==> config.mk <==
export PLATFORM = sky130hd
export DESIGN_NAME = anchored_coordinate_set_flat
export DESIGN_NICKNAME = d
export VERILOG_FILES = /design/src/hdl/acs_pkg.sv /design/src/hdl/acs_in_if.sv /design/src/hdl/acs_out_if.sv /design/src/hdl/acs_ram.sv /design/src/hdl/anchored_coordinate_set.sv /design/src/flat_wrapper.sv
export SDC_FILE = /design/constraint.sdc
export NUM_CORES = 1
export LEC_CHECK = 0
export BUFFER_PORTS_ARGS = -buffer_cell sky130_fd_sc_hd__buf_2
export CAP_MARGIN = 20
export CORE_MARGIN = 2
export CORE_UTILIZATION = 56
export CTS_BUF_LIST = sky130_fd_sc_hd__clkbuf_8
export CTS_CLUSTER_SIZE = 10
export DETAILED_ROUTE_END_ITERATION = 8
export GPL_TIMING_DRIVEN = 0
export PLACE_DENSITY_LB_ADDON = 0.15
export SYNTH_ARGS = -nofsm -noshare
export SYNTH_HDL_FRONTEND = slang
export SYNTH_SLANG_ARGS = --single-unit
==> constraint.sdc <==
create_clock -name clk -period 3.2 [get_ports clk]
set_input_delay 0.64 -clock clk [delete_from_list [all_inputs] [get_ports clk]]
set_output_delay 0.64 -clock clk [all_outputs]
set_load 0.01 [all_outputs]
==> src/hdl/acs_pkg.sv <==
// acs_pkg: shared types and constants for the anchored coordinate set
// no dependencies; used by the top level and the testbench
package acs_pkg;

	localparam int CFG_W = 5;
	localparam logic [CFG_W-1:0] ENTRY_LIMIT_RST = 5'd10;

	typedef enum logic [1:0] {
		FN_ADD    = 2'd0,
		FN_ERASE  = 2'd1,
		FN_ANCHOR = 2'd2,
		FN_EXPORT = 2'd3
	} func_t;

	typedef enum logic [2:0] {
		ST_DONE      = 3'd0,
		ST_DUPLICATE = 3'd1,
		ST_FULL      = 3'd2,
		ST_NOT_FOUND = 3'd3,
		ST_EXPORT    = 3'd4
	} status_t;

	typedef enum logic [8:0] {
		S_IDLE     = 9'b000000001,
		S_SCAN_RD  = 9'b000000010,
		S_SCAN_CMP = 9'b000000100,
		S_SHIFT_RD = 9'b000001000,
		S_SHIFT_WR = 9'b000010000,
		S_EXP_RD   = 9'b000100000,
		S_EXP_SUB  = 9'b001000000,
		S_DEF      = 9'b010000000,
		S_OUT      = 9'b100000000
	} state_t;

	// offsets sent when no anchor has been set
	localparam int DEF_COUNT = 4;
	localparam logic [1:0] DEF_LAST = 2'd3;
	localparam logic signed [1:0] DEF_X [DEF_COUNT] = '{2'sd0, 2'sd0, 2'sd1, -2'sd1};
	localparam logic signed [1:0] DEF_Y [DEF_COUNT] = '{2'sd0, -2'sd1, 2'sd0, 2'sd0};

endpackage

==> src/hdl/acs_in_if.sv <==
// acs_in_if: command channel of the anchored coordinate set
// depends on nothing; one beat carries a command and a coordinate
interface acs_in_if #(
	parameter int COORD_BITS = 10
);
	logic                         valid;
	logic                         ready;
	logic [1:0]                   func;
	logic signed [COORD_BITS-1:0] pos_x;
	logic signed [COORD_BITS-1:0] pos_y;

	modport source (output valid, func, pos_x, pos_y, input ready);
	modport sink (input valid, func, pos_x, pos_y, output ready);
endinterface

==> src/hdl/acs_out_if.sv <==
// acs_out_if: result channel of the anchored coordinate set
// depends on nothing; one beat carries a status and an offset pair
interface acs_out_if #(
	parameter int COORD_BITS = 10
);
	logic                       valid;
	logic                       ready;
	logic [2:0]                 status;
	logic signed [COORD_BITS:0] offset_x;
	logic signed [COORD_BITS:0] offset_y;
	logic                       last;

	modport source (output valid, status, offset_x, offset_y, last, input ready);
	modport sink (input valid, status, offset_x, offset_y, last, output ready);
endinterface

==> src/hdl/acs_ram.sv <==
// acs_ram: generic single-write, single-read ram with registered read data
// no dependencies
module acs_ram #(
	parameter int WIDTH = 20,
	parameter int DEPTH = 16
) (
	input  logic                     clk,
	input  logic                     we,
	input  logic [$clog2(DEPTH)-1:0] waddr,
	input  logic [WIDTH-1:0]         wdata,
	input  logic [$clog2(DEPTH)-1:0] raddr,
	output logic [WIDTH-1:0]         rdata
);
	logic [WIDTH-1:0] mem_q [DEPTH];

	always_ff @(posedge clk) begin
		if (we) begin
			mem_q[waddr] <= wdata;
		end
		rdata <= mem_q[raddr];
	end
endmodule

==> src/hdl/anchored_coordinate_set.sv <==
// Anchored coordinate set: keeps an ordered list of up to MAX_ENTRIES grid
// coordinates without duplicates, bounded by the entry_limit register, plus one
// anchor. Commands are add, erase, set anchor and export; each edit returns one
// status beat, an export returns (0,0) then each entry's offset from the anchor
// (or four default offsets when no anchor is set), last marking the final beat.
// Commands are handled one at a time by a sequencer around a ram with one write
// port and one read port, and one compare/subtract unit. An add or erase scans
// the list one entry at a time, reading then comparing; an add appends at the end
// when nothing matches and the limit allows, and an erase that hits closes the gap
// by moving each later entry down one place. An anchored export reads each entry
// and subtracts the anchor from it. A pending beat is held while out ready is low.
// in ready is high only while no command is open.
// depends on acs_pkg, acs_in_if, acs_out_if and acs_ram
module anchored_coordinate_set
	import acs_pkg::*;
#(
	parameter int MAX_ENTRIES = 16,
	parameter int COORD_BITS  = 10
) (
	input  logic             clk,
	input  logic             arst_n,
	input  logic             cfg_we,
	input  logic [CFG_W-1:0] cfg_wdata,
	acs_in_if.sink           in_ch,
	acs_out_if.source        out_ch
);
	localparam int AW = (MAX_ENTRIES > 1) ? $clog2(MAX_ENTRIES) : 1;
	localparam int CW = $clog2(MAX_ENTRIES + 1);
	localparam int LW = (CW > CFG_W) ? CW : CFG_W;
	localparam int OW = COORD_BITS + 1;
	localparam int EW = 2 * COORD_BITS;

	state_t                       state_q, nxt_q;
	logic [CFG_W-1:0]             limit_q;
	logic [CW-1:0]                count_q, idx_q;
	logic [EW-1:0]                anchor_q;
	logic                         anchor_vld_q;
	logic [1:0]                   func_q;
	logic [EW-1:0]                item_q;
	logic [2:0]                   status_q;
	logic signed [OW-1:0]         dx_q, dy_q;
	logic                         last_q;

	logic                         ram_we;
	logic [AW-1:0]                ram_waddr, ram_raddr;
	logic [EW-1:0]                ram_wdata, ram_rdata;
	logic [CW-1:0]                idx_inc;
	logic [LW-1:0]                limit_eff;
	logic                         is_full, match;
	logic signed [COORD_BITS-1:0] rd_x, rd_y, anc_x, anc_y;
	logic signed [OW-1:0]         diff_x, diff_y;

	acs_ram #(
		.WIDTH(EW),
		.DEPTH(MAX_ENTRIES)
	) u_store (
		.clk  (clk),
		.we   (ram_we),
		.waddr(ram_waddr),
		.wdata(ram_wdata),
		.raddr(ram_raddr),
		.rdata(ram_rdata)
	);

	// shared compare and subtract unit
	assign idx_inc   = idx_q + 1'b1;
	assign limit_eff = (LW'(limit_q) > LW'(MAX_ENTRIES)) ? LW'(MAX_ENTRIES) : LW'(limit_q);
	assign is_full   = LW'(count_q) >= limit_eff;
	assign match     = ram_rdata == item_q;
	assign rd_x      = ram_rdata[EW-1:COORD_BITS];
	assign rd_y      = ram_rdata[COORD_BITS-1:0];
	assign anc_x     = anchor_q[EW-1:COORD_BITS];
	assign anc_y     = anchor_q[COORD_BITS-1:0];
	assign diff_x    = OW'(rd_x) - OW'(anc_x);
	assign diff_y    = OW'(rd_y) - OW'(anc_y);

	always_comb begin
		ram_we    = 1'b0;
		ram_waddr = count_q[AW-1:0];
		ram_wdata = item_q;
		ram_raddr = idx_q[AW-1:0];
		case (state_q)
			S_SCAN_RD: begin
				// append when the scan ran off the end without a hit
				ram_we = (idx_q == count_q) && (func_q == FN_ADD) && !is_full;
			end
			S_SHIFT_RD: begin
				ram_raddr = idx_inc[AW-1:0];
			end
			S_SHIFT_WR: begin
				ram_we    = 1'b1;
				ram_waddr = idx_q[AW-1:0];
				ram_wdata = ram_rdata;
			end
			default: begin
			end
		endcase
	end

	assign in_ch.ready     = state_q == S_IDLE;
	assign out_ch.valid    = state_q == S_OUT;
	assign out_ch.status   = status_q;
	assign out_ch.offset_x = dx_q;
	assign out_ch.offset_y = dy_q;
	assign out_ch.last     = last_q;

	always_ff @(posedge clk or negedge arst_n) begin
		if (!arst_n) begin
			state_q      <= S_IDLE;
			nxt_q        <= S_IDLE;
			limit_q      <= ENTRY_LIMIT_RST;
			count_q      <= '0;
			idx_q        <= '0;
			anchor_q     <= '0;
			anchor_vld_q <= 1'b0;
			func_q       <= '0;
			item_q       <= '0;
			status_q     <= '0;
			dx_q         <= '0;
			dy_q         <= '0;
			last_q       <= 1'b0;
		end else begin
			if (cfg_we) begin
				limit_q <= cfg_wdata;
			end
			case (state_q)
				S_IDLE: begin
					if (in_ch.valid) begin
						func_q   <= in_ch.func;
						item_q   <= {in_ch.pos_x, in_ch.pos_y};
						idx_q    <= '0;
						status_q <= ST_DONE;
						dx_q     <= '0;
						dy_q     <= '0;
						last_q   <= 1'b1;
						nxt_q    <= S_IDLE;
						case (func_t'(in_ch.func))
							FN_ADD, FN_ERASE: begin
								state_q <= S_SCAN_RD;
							end
							FN_ANCHOR: begin
								anchor_q     <= {in_ch.pos_x, in_ch.pos_y};
								anchor_vld_q <= 1'b1;
								state_q      <= S_OUT;
							end
							FN_EXPORT: begin
								if (anchor_vld_q) begin
									status_q <= ST_EXPORT;
									last_q   <= count_q == '0;
									nxt_q    <= S_EXP_RD;
									state_q  <= S_OUT;
								end else begin
									state_q <= S_DEF;
								end
							end
							default: begin
								state_q <= S_IDLE;
							end
						endcase
					end
				end
				S_SCAN_RD: begin
					if (idx_q == count_q) begin
						if (func_q == FN_ADD) begin
							if (is_full) begin
								status_q <= ST_FULL;
							end else begin
								count_q <= count_q + 1'b1;
							end
						end else begin
							status_q <= ST_NOT_FOUND;
						end
						state_q <= S_OUT;
					end else begin
						state_q <= S_SCAN_CMP;
					end
				end
				S_SCAN_CMP: begin
					if (match) begin
						if (func_q == FN_ADD) begin
							status_q <= ST_DUPLICATE;
							state_q  <= S_OUT;
						end else begin
							state_q <= S_SHIFT_RD;
						end
					end else begin
						idx_q   <= idx_inc;
						state_q <= S_SCAN_RD;
					end
				end
				S_SHIFT_RD: begin
					if (idx_inc == count_q) begin
						count_q <= count_q - 1'b1;
						state_q <= S_OUT;
					end else begin
						state_q <= S_SHIFT_WR;
					end
				end
				S_SHIFT_WR: begin
					idx_q   <= idx_inc;
					state_q <= S_SHIFT_RD;
				end
				S_EXP_RD: begin
					state_q <= S_EXP_SUB;
				end
				S_EXP_SUB: begin
					dx_q    <= diff_x;
					dy_q    <= diff_y;
					last_q  <= idx_inc == count_q;
					idx_q   <= idx_inc;
					nxt_q   <= S_EXP_RD;
					state_q <= S_OUT;
				end
				S_DEF: begin
					status_q <= ST_EXPORT;
					dx_q     <= {{(OW-2){DEF_X[idx_q[1:0]][1]}}, DEF_X[idx_q[1:0]]};
					dy_q     <= {{(OW-2){DEF_Y[idx_q[1:0]][1]}}, DEF_Y[idx_q[1:0]]};
					last_q   <= idx_q[1:0] == DEF_LAST;
					idx_q    <= idx_inc;
					nxt_q    <= S_DEF;
					state_q  <= S_OUT;
				end
				S_OUT: begin
					// hold the beat until taken, then resume or finish
					if (out_ch.ready) begin
						state_q <= last_q ? S_IDLE : nxt_q;
					end
				end
				default: begin
					state_q <= S_IDLE;
				end
			endcase
		end
	end

	a_no_overlap: assert property (@(posedge clk) disable iff (!arst_n)
		!(in_ch.ready && out_ch.valid))
		else $error("command taken while a result beat is pending");

	a_count_bound: assert property (@(posedge clk) disable iff (!arst_n)
		count_q <= CW'(MAX_ENTRIES))
		else $error("entry count above built depth");

	a_edit_single: assert property (@(posedge clk) disable iff (!arst_n)
		out_ch.valid && (out_ch.status != ST_EXPORT)
		|-> out_ch.last && (out_ch.offset_x == '0) && (out_ch.offset_y == '0))
		else $error("edit result is not a single zero-offset beat");

	a_anchor_set: assert property (@(posedge clk) disable iff (!arst_n)
		in_ch.valid && in_ch.ready && (in_ch.func == FN_ANCHOR) |=> anchor_vld_q)
		else $error("anchor not marked valid after set-anchor beat");

endmodule

==> src/flat_wrapper.sv <==
// flat-port wrapper written by rule: the top's interface ports become plain ports
module anchored_coordinate_set_flat import acs_pkg::*;
#(
	parameter int MAX_ENTRIES = 16,
	parameter int COORD_BITS  = 10
)
  (clk, arst_n, cfg_we, cfg_wdata, in_ch_valid, in_ch_func, in_ch_pos_x, in_ch_pos_y, in_ch_ready, out_ch_valid, out_ch_status, out_ch_offset_x, out_ch_offset_y, out_ch_last, out_ch_ready);
  acs_in_if #(.COORD_BITS(COORD_BITS)) in_ch_i ();
  acs_out_if #(.COORD_BITS(COORD_BITS)) out_ch_i ();
  input  logic clk;
  input  logic arst_n;
  input  logic cfg_we;
  input  logic [CFG_W-1:0] cfg_wdata;
  input wire logic [$bits(in_ch_i.valid)-1:0] in_ch_valid;
  input wire logic [$bits(in_ch_i.func)-1:0] in_ch_func;
  input wire logic [$bits(in_ch_i.pos_x)-1:0] in_ch_pos_x;
  input wire logic [$bits(in_ch_i.pos_y)-1:0] in_ch_pos_y;
  output wire logic [$bits(in_ch_i.ready)-1:0] in_ch_ready;
  output wire logic [$bits(out_ch_i.valid)-1:0] out_ch_valid;
  output wire logic [$bits(out_ch_i.status)-1:0] out_ch_status;
  output wire logic [$bits(out_ch_i.offset_x)-1:0] out_ch_offset_x;
  output wire logic [$bits(out_ch_i.offset_y)-1:0] out_ch_offset_y;
  output wire logic [$bits(out_ch_i.last)-1:0] out_ch_last;
  input wire logic [$bits(out_ch_i.ready)-1:0] out_ch_ready;
  assign in_ch_i.valid = in_ch_valid;
  assign in_ch_i.func = in_ch_func;
  assign in_ch_i.pos_x = in_ch_pos_x;
  assign in_ch_i.pos_y = in_ch_pos_y;
  assign in_ch_ready = in_ch_i.ready;
  assign out_ch_valid = out_ch_i.valid;
  assign out_ch_status = out_ch_i.status;
  assign out_ch_offset_x = out_ch_i.offset_x;
  assign out_ch_offset_y = out_ch_i.offset_y;
  assign out_ch_last = out_ch_i.last;
  assign out_ch_i.ready = out_ch_ready;
  anchored_coordinate_set #(.MAX_ENTRIES(MAX_ENTRIES), .COORD_BITS(COORD_BITS)) u_core (.clk(clk), .arst_n(arst_n), .cfg_we(cfg_we), .cfg_wdata(cfg_wdata), .in_ch(in_ch_i), .out_ch(out_ch_i));
endmodule
==> flow_metrics.tcl, run 1 <==
set metrics [dict create \
    status "finished clean" \
    vias_per_cell 5.71 \
    drt_iter0_drc 692 \
    cp_max_fo 10 \
    endpoint_kind "flop" \
    worst_r2r_path_depth 9 \
    die_h_um 186 \
    power.share.clock_pct 29.4 \
    hp-class "in -> reg" \
    drv_cap 0 \
    slew_headroom_pct 42.3 \
    period_minus_slack_ns 3.07 \
    setup_slack_ns 0.129 \
    r2r_end "u_core.u_store.rdata[15]" \
    hold_viol 0 \
    ys.flop_type "edfxtp_1" \
    max_freq_mhz 326 \
    clkTransAtPathRegs_ns 0.06 \
    clk_latency_ns 0.61 \
    hold_depth 3 \
    dr.pass1.iters 5 \
    fin_util_pct 65.7 \
    place_ws_ns -0.462 \
    p_int_mw 10.9 \
    critPathKind "reg -> reg" \
    required_ns 3.63 \
    synth_top_cell_area_share_pct 51.8 \
    gp_congestion 0.895 \
    setup_viol 0 \
    ant_nets 0 \
    grt_use_total_pct 23.2 \
    dp_hpwl_mm 27.7 \
    route.detailed.drc 0 \
    clock_skew_ns 0.0278 \
    yosysSeqAreaShare_pct 67.0 \
    tightest_slew_ns 0.858 \
    syn_area_per_cell_um2 14.7 \
    vias 10900 \
    place_area_um2 19700 \
    synth_cells 1260 \
    grt_pass1_wl_mm 59.8 \
    syn2layout_area_growth_pct 15.4 \
    p_leak_nw 9.08 \
    synth_seq_cells 436 \
    cts.sinks 436 \
    cts_inserted_buffers 72 \
    initial_core_util_pct 57.0 \
    postSynth.asyncResetShare_pct 22.0 \
    reg2reg_from "u_core.state_q[0]" \
    ir_drop_uv 514 \
    routedWlPerCell_um 20.6 \
    grt_antenna_before_repair 1 \
    critPathLaunch "u_core.state_q[0]" \
    rsz0062_at_grt "false" \
    core_um2 32500 \
    synthesis.area_um2 18500 \
    ctsRootBufferMaster "clkbuf_8" \
    final_common_cell "edfxtp_1" \
    final_cell_mix "edfxtp_1, mux2i_1, dfrtp_1, o22ai_1, clkbuf_8" \
    yosys_warnings 0 \
    p_per_area_nw_per_um2 725 \
    synth_fp_nets 1325 \
    synth_edf_count 320 \
    pwr-share-seq_pct 47.8 \
    clockBufferDepth 3 \
    fin_setup_tns_ns 0 \
    synth.distinct_cells 64 \
    critPathLaunchType "flop" \
    switching_share_pct 29.5 \
    grt_pass1_vias 10700 \
    arrival_ns 3.51 \
    maxSlewViolCount 0 \
    grt_max_degree 70 \
    antenna_cells 0 \
    fin_crit_sh_pct 96.0 \
    synth_area_leader_cell "edfxtp_1" \
    rows 66 \
    finalNetCount 1486 \
    die_w_um 186 \
    overflow 0 \
    synth.top_cells.by_area "edfxtp_1, dfrtp_1, mux2i_1" \
    hold_ws_ns 0.257 \
    drive_above_1_share_pct 21.1 \
    htree_levels 3 \
    pin_count 60 \
    port-buffer-count 59 \
    reg2reg_slack_ns 0.13 \
    hold_path.startpoint "cfg_wdata[4]" \
    final_cell_area_um2 21400 \
    p_sw_mw 4.58 \
    cts_tree "yes" \
    p_comb_share_pct 22.8 \
    hold_end "u_core.limit_q[4]" \
    wirelength_mm 39.5 \
    die_area_um2 34600 \
]
what timing repair did:
item                       in CTS  in global routing
pin swaps                       3                  4
setup endpoints to repair     356                285
hold buffers                    1                  0
resized for setup              26                 38
setup buffers                   5                  6
hold endpoints to repair       24                  0
worst max path at each step:
stage          cells past startpoint                          to  slack [ns]
2_1_floorplan                      7  u_core.u_store.mem_q[6][0]        0.04
3_3_place_gp                       8  u_core.u_store.mem_q[4][4]       -1.28
3_5_place_dp                       9  u_core.u_store.mem_q[9][7]       -0.46
4_1_cts                            9     u_core.u_store.rdata[6]       0.005
5_1_grt                            9  u_core.u_store.mem_q[4][3]        0.01
6_report                           9    u_core.u_store.rdata[15]        0.13
synth_stat cells (14+ instances only):
cell and instances:
mux2_1 19, edfxtp_1 320, nor3_1 14, buf_2 16, nor2_1 52, dfxtp_1 20
ha_1 30, o22ai_1 83, mux2_2 46, nand2_1 51, xnor2_1 14, o21ai_0 24
inv_1 40, xor2_1 35, mux2i_1 167, a21oi_1 36, or4_1 22, dfrtp_1 92
clkbuf_1 29
layer usage:
metal	vias to the layer above	part of all wire (%)	global-route usage (%)
li1	5155	-	-
met1	5420	47	33.7
met2	312	45	35.9
met3	57	5.8	3.64
met4	0	2.2	7.94
met5	-	0	0
sequential cells by signal, summed over array words and instances (netlist names):
| signal | flops |
|---|---|
| u_core.u_store.rdata | 20 |
| u_core.state_q | 9 |
| u_core.func_q | 2 |
| u_core.nxt_q | 3 |
| u_core.out_ch.status | 3 |
| u_core.out_ch.offset_y | 11 |
| u_core.limit_q | 5 |
| u_core.item_q | 20 |
| u_core.out_ch.offset_x | 11 |
| u_core.out_ch.last | 1 |
| u_core.count_q | 5 |
| u_core.idx_q | 5 |
| u_core.u_store.mem_q | 320 |
| u_core.anchor_vld_q | 1 |
| u_core.anchor_q | 20 |
final cells by class:
| type | count | area, µm² |
|---|---|---|
| Clock inverter | 50 | 283 |
| Fill cell | 2441 | 11200 |
| Tap cell | 442 | 553 |
| Multi-Input combinational cell | 728 | 5870 |
| Timing Repair Buffer | 90 | 723 |
| Buffer | 52 | 313 |
| Sequential cell | 436 | 12400 |
| Clock buffer | 78 | 1070 |
| Inverter | 41 | 155 |
power groups by stage:
stage,sequential [mW],clock [mW],combinational (mW)
global route,7.46,4.93,3.89
CTS,7.40,4.67,3.49
finish,7.41,4.56,3.54
floorplan,7.44,0,2.48
global placement,7.50,0,3.34
detailed placement,7.51,0,3.45
through the flow:
stage	cells	total power, mW
after global placement	1761	10.8
final	1917	15.5
after detailed placement	1779	11.0
after floorplan	1260	9.92
after CTS	1913	15.6
after global routing	1917	16.3
kinds of logic after synthesis:
family                   after synthesis  synth area share (%)
flip-flops                           436                  67.0
XOR/XNOR                              50                  2.40
AND/OR/NAND/NOR                      209                  6.00
adder cells (fa/ha/maj)               33                  2.35
AO/OA/AOI/OAI                        204                  6.89
buffers and inverters                 96                  2.38
multiplexers                         232                  13.0
critical path, cell delays in order, from the launching register on:
cell and delay (ns):
dfstp_2 0.63, nor4_4 0.07, buf_4 0.17, nand3_4 0.11
clkinv_2 0.19, xnor2_4 0.33, buf_2 0.41, mux2i_1 0.28
o22ai_1 0.10, or4_1 0.60
No activity file was read; power rests on OpenSTA's default activity.
==> run 2, diff against run 1 <==
--- a/config.mk
+++ b/config.mk
@@ -9,7 +9,7 @@
 export CAP_MARGIN = 20
 export CORE_MARGIN = 2
 export CORE_UTILIZATION = 56
-export CTS_BUF_LIST = sky130_fd_sc_hd__clkbuf_8
+export CTS_BUF_LIST = sky130_fd_sc_hd__clkbuf_8 sky130_fd_sc_hd__clkbuf_16
 export CTS_CLUSTER_SIZE = 10
 export DETAILED_ROUTE_END_ITERATION = 8
 export GPL_TIMING_DRIVEN = 0
==> run 2 against run 1 <==
Non-clock buffer count rose by 4. Clock skew rose by 0.0058 ns. Cell area about the same. Largest power group unchanged. Critical path type unchanged. Clock-buffer cell count decreased by 26. Highest routed layer unchanged. Sequential cell count unchanged.
==> flow_metrics.tcl, run 2 (synthesized netlist as in run 1, its figures left out) <==
set metrics [dict create \
    die_area_um2 34600 \
    drt_iter0_drc 768 \
    largest_register_ffs 320 \
    max_freq_mhz 323 \
    hold_ws_ns 0.0193 \
    path_common_cell "buf_4" \
    syn2layout_area_growth_pct 15.5 \
    hold_viol 0 \
    antenna_cells 0 \
    ir_drop_uv 472 \
    fin_crit_sh_pct 96.8 \
    p_leak_nw 9.06 \
    die_h_um 186 \
    grt_max_degree 70 \
    grt_pass1_wl_mm 60.0 \
    wirelength_mm 39.4 \
    vias_per_cell 5.85 \
    cp_max_fo 10 \
    critPathLaunchType "flop" \
    stdcell_count 1864 \
    status "finished clean" \
    critPathMaxStageDelay_ns 0.63 \
    grt_antenna_before_repair 1 \
    routedWlPerCell_um 21.1 \
    grt_pass1_vias 10600 \
    clkTransAtPathRegs_ns 0.06 \
    final_common_cell "edfxtp_1" \
    place_ws_ns -0.462 \
    clock_skew_ns 0.0336 \
    worst_r2r_path_depth 10 \
    required_ns 3.59 \
    ctsRootBufferMaster "clkbuf_16" \
    switching_share_pct 28.7 \
    gp_congestion 0.895 \
    pin_count 60 \
    grt_use_total_pct 23.0 \
    drive_above_1_share_pct 19.1 \
    initial_core_util_pct 57.0 \
    rows 66 \
    cp_cell_sequence "nor4_4 -> buf_4 -> nand3_4 -> clkinv_2 -> xnor2_4 -> buf_6 -> buf_4 -> mux2i_1 -> o22ai_1 -> or4_1" \
    die_w_um 186 \
    final_cell_mix "edfxtp_1, mux2i_1, dfrtp_1, o22ai_1, buf_2" \
    route.detailed.drc 0 \
    p_comb_share_pct 22.2 \
    multi_input_area_um2 5800 \
    crit_slowest_cell "dfstp_2" \
    postCtsHoldBufs 0 \
    p_per_area_nw_per_um2 743 \
    cts.sinks 436 \
    htree_levels 2 \
    top_register "u_core.u_store.mem_q" \
    cts_tree "yes" \
    overflow 0 \
    maxSlewViolCount 0 \
    ant_nets 0 \
    power.share.clock_pct 31.2 \
    fin_util_pct 65.8 \
    power_mw 15.9 \
    cts_inserted_buffers 50 \
    p_sw_mw 4.56 \
    hp-class "in -> async" \
    final_cell_area_um2 21400 \
    period_minus_slack_ns 3.10 \
    pwr-share-seq_pct 46.6 \
    endpoint_kind "flop" \
    critPathKind "reg -> reg" \
    dr.pass1.iters 5 \
    core_um2 32500 \
    vias 10900 \
    arrival_ns 3.49 \
    setup_viol 0 \
    place_area_um2 19700 \
    fin_setup_tns_ns 0 \
    clk_latency_ns 0.57 \
    num-fill-cells 2402 \
    slew_headroom_pct 41.9 \
    dp_hpwl_mm 27.7 \
    setup_slack_ns 0.101 \
    port-buffer-count 59 \
    drv_cap 0 \
    p_int_mw 11.3 \
    clockBufferDepth 3 \
    dp_cells 1779 \
    tightest_slew_ns 0.868 \
    register_area_um2 12400 \
    rsz0062_at_grt "true" \
    finalNetCount 1468 \
]
run 2: cell types whose count changed in the layout (fill, tap and decap cells not counted), sizes merged:
cell	delta
inv	-8
clkinvlp	-2
clkbuf	-26
buf	+5
bufinv	-2
clkinv	-19
dlygate4sd3	-1
run 2: power groups by stage:
stage,Sequential [mW],Combinational (mW),Clock [mW]
floorplan,7.44,2.48,0
global placement,7.50,3.34,0
detailed placement,7.51,3.45,0
CTS,7.41,3.50,5.06
global route,7.47,3.88,5.30
finish,7.41,3.54,4.96
run 2: cell type report:
cell class / instances / share of cell area, %
multi-input combinational: 728 / 27.1
clock buffer: 52 / 5.97
timing repair buffer: 93 / 3.47
clock inverter: 19 / 0.661
inverter: 41 / 0.725
tap: 442 / 2.58
sequential: 436 / 58.0
buffer: 53 / 1.46
run 2: worst max-delay path, delay by kind of cell (launching register included):
kind	cells	cell delay, ns
AOI/OAI and AO/OA	1	0.15
DFF	1	0.63
xor gates and xnor gates	1	0.34
and+or+nand+nor	3	0.68
muxes	1	0.26
buffers and inverters	4	0.85
run 2: what timing repair did:
item	in CTS	in global routing
setup buffers	7	8
endpoints found under the setup margin	349	295
gates resized for setup	21	31
pin swaps	4	3
run 2: layer usage:
metal  global-route usage [%]  vias to the layer above  wire [µm]
li1                         -                     5087          -
met1                     34.0                     5462      18400
met2                     36.0                      291      17800
met3                     3.38                       58       2270
met4                     6.02                        0        840
met5                        0                        -          0
run 2: path summary, 6_finish.rpt:
kind	startpoint	end	slack, ns
min in group clk	cfg_wdata[4]	u_core.limit_q[4]	0.31
min	arst_n	u_core.state_q[1]	0.02
max reg2reg	u_core.state_q[0]	u_core.u_store.rdata[15]	0.10
min reg2reg	u_core.out_ch.offset_y[1]	u_core.out_ch.offset_y[1]	0.48
max in group asynchronous	arst_n	u_core.nxt_q[0]	2.46
max	u_core.state_q[0]	u_core.u_store.rdata[15]	0.10
